<file path="src/rtl/qmmf_pkg.sv">
// ----------------------------------------------------------------------------
// qmmf_pkg
// Shared types and constants of the quadrant mean-min filter.
// ----------------------------------------------------------------------------
package qmmf_pkg;

   localparam int HALF_DEF   = 32;
   localparam int WIDTH_DEF  = 1024;
   localparam int HEIGHT_DEF = 1024;

   localparam int PIX_W   = 8;
   localparam int COORD_W = 10;
   localparam int BAND_W  = 13;
   localparam int QUAD_W  = 18;
   localparam int HS_W    = 6;
   localparam int FW_W    = 11;
   localparam int FH_W    = 11;

   localparam int CSR_ADDR_W = 4;
   localparam int CSR_DATA_W = 32;

   localparam logic [HS_W-1:0] HALF_RST = 6'd17;
   localparam logic [FW_W-1:0] FW_RST   = 11'd640;
   localparam logic [FH_W-1:0] FH_RST   = 11'd480;

   // register indexes, byte address is 4 times the index
   localparam logic [1:0] REG_HALF_SIZE    = 2'd0;
   localparam logic [1:0] REG_FRAME_WIDTH  = 2'd1;
   localparam logic [1:0] REG_FRAME_HEIGHT = 2'd2;

   localparam int DIV_STEPS = QUAD_W;
   localparam int CNT_W     = $clog2(DIV_STEPS);

   localparam int QDEPTH = 2;
   localparam int QPTR_W = $clog2(QDEPTH);

   typedef struct packed {
      logic [HS_W-1:0] half_size;
      logic [FW_W-1:0] frame_width;
      logic [FH_W-1:0] frame_height;
   } qmmf_cfg_type;

   typedef struct packed {
      logic y_zero;
      logic y_ge_h;
      logic y_ge_2h;
      logic x_zero;
      logic x_ge_h;
      logic x_ge_2h;
      logic produce;
      logic ok;
   } qmmf_flags_type;

   typedef enum logic [2:0] {
      B_IDLE,
      B_RD_A,
      B_RD_B,
      B_RD_C,
      B_QUAD,
      B_MIN,
      B_DIV,
      B_OUT
   } qmmf_state_type;

endpackage

</file>
<file path="src/rtl/qmmf_queue.sv">
// ----------------------------------------------------------------------------
// qmmf_queue
// Two-entry queue that decouples the classifier from the arithmetic sequencer.
// ----------------------------------------------------------------------------
module qmmf_queue #(
   parameter int DATA_W = 8
) (
   input  logic              clock,
   input  logic              reset,
   input  logic              push_valid,
   output logic              push_ready,
   input  logic [DATA_W-1:0] push_data,
   output logic              pop_valid,
   input  logic              pop_ready,
   output logic [DATA_W-1:0] pop_data
);

   logic [DATA_W-1:0] entry_ff [qmmf_pkg::QDEPTH];
   logic [qmmf_pkg::QPTR_W-1:0] wr_ptr_ff, rd_ptr_ff;
   logic [qmmf_pkg::QPTR_W:0]   count_ff;
   logic push, pop;

   assign push_ready = (count_ff != (qmmf_pkg::QPTR_W+1)'(qmmf_pkg::QDEPTH));
   assign pop_valid  = (count_ff != '0);
   assign pop_data   = entry_ff[rd_ptr_ff];
   assign push       = push_valid && push_ready;
   assign pop        = pop_valid && pop_ready;

   always_ff @(posedge clock) begin
      if (push) begin
         entry_ff[wr_ptr_ff] <= push_data;
      end
   end

   always_ff @(posedge clock) begin
      if (reset) begin
         wr_ptr_ff <= '0;
         rd_ptr_ff <= '0;
         count_ff  <= '0;
      end else begin
         if (push) begin
            wr_ptr_ff <= wr_ptr_ff + 1'b1;
         end
         if (pop) begin
            rd_ptr_ff <= rd_ptr_ff + 1'b1;
         end
         if (push && !pop) begin
            count_ff <= count_ff + 1'b1;
         end else if (pop && !push) begin
            count_ff <= count_ff - 1'b1;
         end
      end
   end

endmodule

</file>
<file path="config.mk">
export PLATFORM = sky130hd
export DESIGN_NAME = qmmf_queue
export DESIGN_NICKNAME = d
export VERILOG_FILES = /design/src/rtl/qmmf_pkg.sv /design/src/rtl/qmmf_queue.sv
export SDC_FILE = /design/constraint.sdc
export NUM_CORES = 1
export LEC_CHECK = 0
export ABC_AREA = 0
export ABC_CLOCK_PERIOD_IN_PS = 2100
export BUFFER_PORTS_ARGS = -buffer_cell sky130_fd_sc_hd__buf_4
export CAP_MARGIN = 40
export CELL_PAD_IN_SITES_DETAIL_PLACEMENT = 0
export CELL_PAD_IN_SITES_GLOBAL_PLACEMENT = 1
export CORE_ASPECT_RATIO = 1.4
export CORE_UTILIZATION = 40
export CTS_CLUSTER_SIZE = 20
export DETAILED_ROUTE_END_ITERATION = 8
export GPL_TIMING_DRIVEN = 0
export PLACE_DENSITY = 0.86
export SYNTH_ARGS = -nofsm -noshare
export SYNTH_HDL_FRONTEND = slang
export SYNTH_SLANG_ARGS = --single-unit
</file>
<file path="constraint.sdc">
create_clock -name clock -period 2.1 [get_ports clock]
set_input_delay 0.21 -clock clock [delete_from_list [all_inputs] [get_ports clock]]
set_output_delay 0.21 -clock clock [all_outputs]
set_load 0.1 [all_outputs]
</file>
# After elaboration in Yosys (flattened, before gate mapping)
# Memory sizes are Yosys's and may differ from the RTL's. A register that Yosys moved wholly into a read port is not among the register bits.
# Cells that the tools add are included.
# W data, S select, Z words.
totals:
  ff_bits: 4
  ram_bits: 16
  inputBits: 12
  out_inout_bits: 10
  wordCells: 23
  memories: 1
mem_list:
  columns: ["memory", "words", "width", "rd", "rd_clocked_by_memory_dff", "wr", "line_no", "rtl"]
  rows:
  - ["entry_ff", 2, 8, 1, 1, 1, "qmmf_queue.sv:18", "logic [DATA_W-1:0] entry_ff [qmmf_pkg::QDEPTH];"]
op_classes:
  n_addsub: 4
  eq_ne: 1
  n_mux: 6
  n_reduce_logical: 8
op_table:
  columns: ["operator", "n"]
  rows:
  - ["$logic_and A1 B1 Y1", 4]
  - ["$mux W1", 4]
  - ["$mux W2", 2]
  - ["$reduce_bool A2 Y1", 2]
  - ["$add A1 B1 Y1 const B", 2]
  - ["$add A2 B1 Y2 const B", 1]
  - ["$logic_not A1 Y1", 2]
  - ["$ne A2 B2 Y1 const B", 1]
  - ["$sub A2 B1 Y2 const B", 1]

# Longest topological paths before layout
# Gate-level depths: netlist (run 1).
depth:
  word_depth: 6
  mapped_depth: 6
  ltp_nobuf: 6

# Worst setup path after synthesis (run 1)
# No wires, ideal clock.
synth_timing:
  path_type: "register -> register"
  from: "register count_ff[0] in the netlist's numbering"
  to: "register count_ff[1] in the netlist's numbering"
  setup_ns: 0.070
  arrival_time_ns: 1.667
  required_ns: 2.030
  slack_ns: 0.363
  stages_incl_launch_ff: 6
  path_buffers: 0
  period_less_slack_ns: 1.737
  cell_sequence: "dfxtp_1 -> nand2b_4 -> and2_1 -> ha_1 -> or3_1 -> a21oi_1"
synth_via:
  elab_chain_cells: 5
  word_cells_on_any_way: 13
  classes_between: "add/sub: 2; eq/ne: 1; mux: 2; reduce/logical: 8"
synth_lines:
  columns: ["element", "line_no", "rtl"]
  rows:
  - ["start: declaration", "qmmf_queue.sv:20", "logic [qmmf_pkg::QPTR_W:0] count_ff;"]
  - ["start signal: assignment", "qmmf_queue.sv:48", "count_ff <= count_ff + 1'b1;"]
  - ["start signal: assignment", "qmmf_queue.sv:50", "count_ff <= count_ff - 1'b1;"]
  - ["$ne A2 B2 Y1 (*)", "qmmf_queue.sv:23", "assign push_ready = (count_ff != (qmmf_pkg::QPTR_W+1)'(qmmf_pkg::QDEPTH));"]
  - ["via push_ready", "qmmf_queue.sv:11", "output logic push_ready,"]
  - ["$logic_and A1 B1 Y1 (*)", "qmmf_queue.sv:26", "assign push = push_valid && push_ready;"]
  - ["via push", "qmmf_queue.sv:21", "logic push, pop;"]
  - ["$logic_not A1 Y1", "qmmf_queue.sv:49", "end else if (pop && !push) begin"]
  - ["$logic_and A1 B1 Y1", "qmmf_queue.sv:49", null]
  - ["$reduce_bool A2 Y1 (no line)", null, null]
# The timed path passes the listed nets; every way through them passes the cells marked *. The select of a mux whose other input is x is not followed.
# A chain may end at the register's enable or synchronous reset.

==> impl_results.md, run 1 <==
* #FFs+latches synth at 21
* Die ar. at approximately 2200 um^2
* Max_cap viols at 0
* Synth cell count leaders: edfxtp_1 (16), mux2_2 (8), dfxtp_1 (5), nor2_1 (3), xor2_1 (3)
* Remaining DRCs at 0
* Initial antenna violation count at 0
* GRT Residual Overflow at 0
* Slew HR at 0.763
* Hold Crit Depth at 1
* Hold Path End: entry_ff[1][4]$_DFFE_PP_
* Via count at 472
* Syn. warnings at 0
* Unique cell type count in the Yosys netlist at 17
* Vias per inst at ~5
* Worst clock skew at between 0.0007 and 0.0008 ns
* Mapped cell area at between 800 and 900 um^2
* Gpl congestion at 0.638
* Number of synthesized flops with an enable pin at 16
* Clock Latency Late Sink at approximately 0.30 ns
* Post-synthesis sequential area ratio at 0.720
* Post-CTS sizing at 0
* Mapped Nets at 62
* Clk slew on worst S/H paths at around 0.11 ns
* Worst r2r path cells at 5
* Synthesized instance count at about 50
* Outcome: complete, no violations
* Crit share post-route at 0.781
* Most common cell in the netlist: edfxtp_1
* Highest Clock Rate at around 0.61 GHz
* Wirelength per Cell at around 12 um
* Synth area leaders: edfxtp_1 (60%), dfxtp_1 (12%), mux2_2 (11%)
* Post-CTS setup buffer count at 0
* Root Driver: clkbuf_4
* Synth area leader: edfxtp_1
* Area delta synth->final at 26.1%
* Min-delay src: push_data[4]
* Final Hold Viols at 0
* CTS tree: built
* Nets at 88
* Longest Clk Path Bufs at 2
* Synthesized area per cell at between 15 and 20 um^2
* N_diodes at 0
* Worst Path Max Fanout at 8
* Vias in the first global route at 440
* Routed WL at between 1000 and 1500 um
* WS Path Type: reg2out
* Input/output buffers at 21
* Top cell type's share of synthesized area at 0.596
* Dpl hpwl at roughly 850 um
* R2r setup slk at 0.50 ns
* Reg2reg start: count_ff[0]$_SDFFE_PP0P_
* Die H at around 55 um
* Clock Sinks at 21
* Starting Density at 0.442
* First-pass GRT wire length at around 1800 um
* Die width at between 30 and 40 um
* Worst EP required at approximately 1.9 ns
* Cts hold-fix bufs at 0
* Largest net degree at the start of global routing at 13
* Worst hold path type: in2reg
* Number of H-tree levels at 1
* CTS Buf Count at 3
* Slew Limit Fails at 0
* Async set or reset register ratio after synthesis at 0
* Initial drt markers at 11
* Primary FF master, synth: edfxtp_1
* Arr. time, crit path at around 1.4 ns
* Worst setup SP type: flop
* Setup crit end kind: output pin
* Drt pass-1 iters at 3
* Worst R2R End: count_ff[1]$_SDFFE_PP0P_
* Gr usage total at 0.126
* Setup tns final at 0 ns
* Final setup viols at 0
* Fin crit period at approximately 1.6 ns
* Worst Max-Slew Pin Slew at between 0.3 and 0.4 ns
* Post-route ant nets at 0
* Layout cells sized above 1 at 0.500
* Row count at 18
* Core ar. at roughly 1800 um^2
* RSZ-0062 raised after global routing: no
* Ports at 22
==> cell type report <==
cell class | count | area, um^2
plain buffers | 1 | 5.00
clock buffers | 3 | 22.5
clock inverters | 1 | 5.00
fillers | 153 | 808
inverters | 1 | 3.75
multi-input cells | 26 | 216
flip-flops and latches | 21 | 581
well taps | 20 | 25.0
repair buffers | 21 | 158
==> flip-flops by register name (all words and copies together) (netlist names), named ones only <==
register   flops
wr_ptr_ff      1
count_ff       2
entry_ff      16
rd_ptr_ff      1
==> worst max path at each step <==
| stage | to | slack, ns | cells after the start |
|---|---|---|---|
| final | pop_data[7] | 0.46 | 3 |
| after floorplan | count_ff[1]$_SDFFE_PP0P_ | 0.36 | 5 |
| after global placement | count_ff[1]$_SDFFE_PP0P_ | 0.55 | 5 |
| after CTS | pop_data[7] | 0.45 | 3 |
| after detailed placement | count_ff[1]$_SDFFE_PP0P_ | 0.53 | 5 |
| after global routing | pop_data[4] | 0.37 | 3 |
==> cells in the final DEF (no fill, tap or decap), types with 2 or more instances in the layout <==
cell,n
a21oi_1,2
buf_4,21
clkbuf_4,3
dfxtp_1,5
edfxtp_1,16
mux2_2,8
nor2_1,3
o21ai_0,2
xor2_1,3
==> cells by family (layout without fill, tap and decap cells) <==
group / after synthesis / after routing / synth area share
AOI/OAI and AO/OA: 5 / 5 / 0.0373
xor gates and xnor gates: 3 / 3 / 0.0326
adders and majority gates: 1 / 1 / 0.0155
buffers and inverters: 2 / 27 / 0.0109
DFF: 21 / 21 / 0.721
muxes: 8 / 8 / 0.112
and+or+nand+nor: 9 / 9 / 0.0714
==> per-layer routing <==
| metal | vias to the layer above | global-route usage | share of wire |
|---|---|---|---|
| li1 | 231 | - | - |
| met1 | 220 | 0.128 | 0.42 |
| met2 | 17 | 0.212 | 0.50 |
| met3 | 4 | 0.0280 | 0.045 |
| met4 | 0 | 0.103 | 0.031 |
| met5 | - | 0 | 0 |
==> worst max-delay path, stage by stage, from the launching register on <==
cell and delay (ns):
dfxtp_1 0.32, buf_2 0.21, mux2_2 0.36, buf_4 0.23
==> metrics by stage <==
stage	util	setup slack, ns	instance area (um^2)	hold slack (ns)	cells
final	0.557	0.460	1020	0.0905	94
after global routing	0.557	0.366	1020	0.0687	94
after CTS	0.557	0.448	1020	0.0849	94
after detailed placement	0.542	0.525	988	0.399	90
after global placement	0.542	0.553	988	0.395	90
after floorplan	-	0.363	806	0.279	49
Power of run 1 is not shown: default switching activity piles up to over one toggle a cycle in this logic, so the estimate is an artifact.
==> run 2, diff against run 1 <==
--- a/config.mk
+++ b/config.mk
@@ -5,14 +5,14 @@
 export SDC_FILE = /design/constraint.sdc
 export NUM_CORES = 1
 export LEC_CHECK = 0
-export ABC_AREA = 0
-export ABC_CLOCK_PERIOD_IN_PS = 2100
+export ABC_AREA = 1
+export ABC_CLOCK_PERIOD_IN_PS = 1600
 export BUFFER_PORTS_ARGS = -buffer_cell sky130_fd_sc_hd__buf_4
 export CAP_MARGIN = 40
 export CELL_PAD_IN_SITES_DETAIL_PLACEMENT = 0
 export CELL_PAD_IN_SITES_GLOBAL_PLACEMENT = 1
 export CORE_ASPECT_RATIO = 1.4
-export CORE_UTILIZATION = 40
+export CORE_UTILIZATION = 39
 export CTS_CLUSTER_SIZE = 20
 export DETAILED_ROUTE_END_ITERATION = 8
 export GPL_TIMING_DRIVEN = 0
==> constraint.sdc (replaced) <==
create_clock -name clock -period 1.6 [get_ports clock]
set_input_delay 0.16 -clock clock [delete_from_list [all_inputs] [get_ports clock]]
set_output_delay 0.16 -clock clock [all_outputs]
set_load 0.1 [all_outputs]
==> run 2 against run 1 <==
Net effect:
- global-route usage rose by 0.30 points
- core utilization down 1.3 points
- die area is 4.9% higher
- clock-buffer cell count unchanged
- clock skew grew 0.0033 ns
- sequential share of layout area shrank 3.1 points
- flip-flop and latch count unchanged
- final cell count is 15% higher
- via count up 8.3%
- register-to-register slack got worse by 0.40 ns
- synthesized area is 2.5% higher
- setup slack worse by 0.39 ns
- critical endpoint is now pop_data[0]
- largest cell class unchanged
- highest routed layer unchanged
==> impl_results.md, run 2 <==
* Outcome: complete, no violations
* Internal power at 1.09 mW
* Routed WL at 1340 um (+16%)
* Slowest cell on the critical path: dfxtp_1
* RSZ-0062 raised after global routing: no
* Remaining DRCs at 0 (unchanged)
* Worst hold path type: in2reg
* Combinational power share at 0.544
* Vias in the first global route at 468 (+6.4%)
* Core ar. at 1970 um^2 (+8.2%)
* Syn. warnings at 0 (unchanged)
* Worst Max-Slew Pin Slew at 0.691 ns (+0.335 ns)
* Via count at 511 (+8.3%)
* Slew HR at 0.538 (-0.225)
* Die ar. at 2310 um^2 (+4.9%)
* Arr. time, crit path at 1.37 ns (-0.06 ns)
* Gr usage total at 0.129 (+0.00303)
* #FFs+latches synth at 21 (unchanged)
* Clock Latency Late Sink at 0.30 ns (about the same)
* Max FFs per register at 16 (unchanged)
* Mapped cell area at 826 um^2 (+2.5%)
* Worst EP required at 1.44 ns (-0.45 ns)
* Synth cell count leaders: edfxtp_1 (16), mux2_2 (8), nand2_1 (7), nor2_1 (7), inv_1 (6)
* Highest Clock Rate at ~0.65 GHz
* Starting Density at 0.419 (-0.0232)
* N_diodes at 0 (unchanged)
* Critical Path Max Stage Delay at 0.34 ns (-0.02 ns)
* P_leak at between 0.4 and 0.5 nW
* Worst IR Drop VDD at about 1100 uV
* Gpl congestion at 0.610 (-4.3%)
* Area delta synth->final at 30.0%
* Synth area leader: edfxtp_1
* CP dominant cell by count: buf_4
* R2r setup slk at 0.10 ns (-0.40 ns)
* CTS tree: built
* Pwr dens at just over 2000 nW/um^2
* Worst clock skew at 0.00398 ns (+0.00327 ns)
* Ports at 22 (unchanged)
* Max_cap viols at 0 (unchanged)
* NetSw at around 1.1 mW
* Clock share of power at 0.113
* Slew Limit Fails at 0 (unchanged)
* Row count at 19 (+1)
* Commonest cells after routing, fill and taps aside: edfxtp_1 (16), buf_4 (15), mux2_2 (8)
* Unique cell type count in the Yosys netlist at 17 (unchanged)
* Post-synthesis sequential area ratio at 0.703 (-0.0175)
* Initial drt markers at 9 (-2)
* CP cell instances: buf_4, mux2_2, buf_4
* Mapped Nets at 75 (+21%)
* Fin worst setup slack at 0.0686 ns (-0.391 ns)
* Longest Clk Path Bufs at 2 (unchanged)
* Crit share post-route at 0.957
* Number of synthesized flops with an enable pin at 16 (unchanged)
* GRT Residual Overflow at 0 (unchanged)
* Number of H-tree levels at 1 (unchanged)
* Pre-CTS setup slack at 0.0951 ns (-0.430 ns)
* Largest regs: entry_ff (16), count_ff (2)
* Clk slew on worst S/H paths at 0.11 ns (about the same)
* Largest net degree at the start of global routing at 13 (unchanged)
* Hold Path End: entry_ff[0][1]$_DFFE_PP_
* Post-route ant nets at 0 (unchanged)
* Root Driver: clkbuf_4
* Die width at 40.9 um (+2.4%)
* Synth area leaders: edfxtp_1 (58%), dfxtp_1 (12%), mux2_2 (11%)
* Hold Crit Depth at 1 (unchanged)
* Setup crit end kind: output pin
* Initial antenna violation count at 0 (unchanged)
* Min-delay src: push_data[1]
* Worst R2R End: entry_ff[1][4]$_DFFE_PP_
* Synthesized instance count at 62 (+27%)
* Top cell type's share of synthesized area at 0.582 (-0.0145)
* Reg2reg start: count_ff[0]$_SDFFE_PP0P_
* Nets at 101 (+15%)
* Async set or reset register ratio after synthesis at 0 (unchanged)
* Fin crit period at 1.53 ns
* Final Hold Viols at 0 (unchanged)
* Core Util, Final at 0.544 (-0.0129)
* Biggest register: entry_ff
* First-pass GRT wire length at 2010 um (+12%)
* WS Path Type: reg2out
* Drt pass-1 iters at 4 (+1)
* Layout cells sized above 1 at 0.448 (-0.0517)
* Vias per inst at 4.73 (-5.8%)
* Cts hold-fix bufs at 0 (unchanged)
* Wirelength per Cell at 12.4 um (+0.59%)
* Total power at approximately 2.2 mW
* Setup tns final at 0 ns (unchanged)
* Worst setup SP type: flop
* Worst r2r path cells at 4 (-1)
* Input/output buffers at 21 (unchanged)
* Worst Path Max Fanout at 8 (unchanged)
* Die H at 56.4 um (+2.4%)
* Synthesized area per cell at 13.3 um^2 (-19%)
* Most common cell after layout, fill and taps aside: edfxtp_1
* Final setup viols at 0 (unchanged)
* Clock Sinks at 21 (unchanged)
* Most common cell in the netlist: edfxtp_1
* Dpl hpwl at 1030 um (+21%)
* Sw frac at 0.496
* Primary FF master, synth: edfxtp_1
* CTS Buf Count at 3 (unchanged)
* Power share of the sequential group at 0.344
[run 2: cell count changes after synthesis, moves of 2 or more]
cell     previous run  this run
inv_1               1         6
nand2_1             0         7
nand3_1             0         2
nor2_1              3         7
xor2_1              3         0
[run 2: cells by family after synthesis]
family                   Yosys count  synth area share
adder cells (fa/ha/maj)            1            0.0151
buffers and inverters              9            0.0439
AO/OA/AOI/OAI                      4            0.0242
multiplexers                       8             0.109
AND/OR/NAND/NOR                   19             0.105
flip-flops                        21             0.703
[run 2: worst max-delay path, delay by kind of cell (launching register included)]
family | cells | cell delay (ns)
buf+inv | 2 | 0.39
flops | 1 | 0.34
mux | 1 | 0.34
[run 2: power by group through the flow]
stage	registers, mW	logic (mW)	clock network (mW)
2_1_floorplan	0.744	0.939	0
3_3_place_gp	0.749	1.13	0
3_5_place_dp	0.758	1.14	0
4_1_cts	0.746	1.14	0.250
5_1_grt	0.755	1.24	0.273
6_report	0.744	1.18	0.244
[run 2: through the flow]
step                hold slack (ns)  area (um^2)  std cells
global placement              0.346         1020        104
CTS                          0.0379         1050        108
floorplan                     0.259          833         62
detailed placement            0.353         1020        104
finish                       0.0434         1070        108
global route                 0.0228         1070        108
[run 2: layer usage]
metal	global-route usage	part of all wire	vias up	routed length, um
li1	-	-	260	-
met1	0.167	0.44	232	583
met2	0.194	0.50	17	667
met3	0.0237	0.054	2	72
met4	0.0714	0.0097	0	13
met5	0	0	-	0
[run 2: worst max-delay path by stage]
stage | to | slack, ns | cells after the start
after detailed placement | entry_ff[1][1]$_DFFE_PP_ | 0.1 | 4
after global routing | entry_ff[1][4]$_DFFE_PP_ | 0.001 | 4
after global placement | entry_ff[1][1]$_DFFE_PP_ | 0.14 | 4
after floorplan | count_ff[1]$_SDFFE_PP0P_ | -0.02 | 9
after CTS | pop_data[2] | 0.04 | 3
final | pop_data[0] | 0.07 | 3
[run 2: repair_timing]
action,CTS,global route
setup buffers,0,0
endpoints found under the setup margin,8,7
gates cloned,0,0
resized for setup,1,7
[run 2: final cells by class]
class,count,area [um^2]
fillers,161,900
clock inverters,1,5.00
clock buffers,3,22.5
repair buffers,21,184
plain buffers,1,7.51
well taps,21,26.3
inverters,8,31.3
multi-input cells,32,216
flip-flops and latches,21,581
Note: power is estimated with default switching activity, not from simulation.
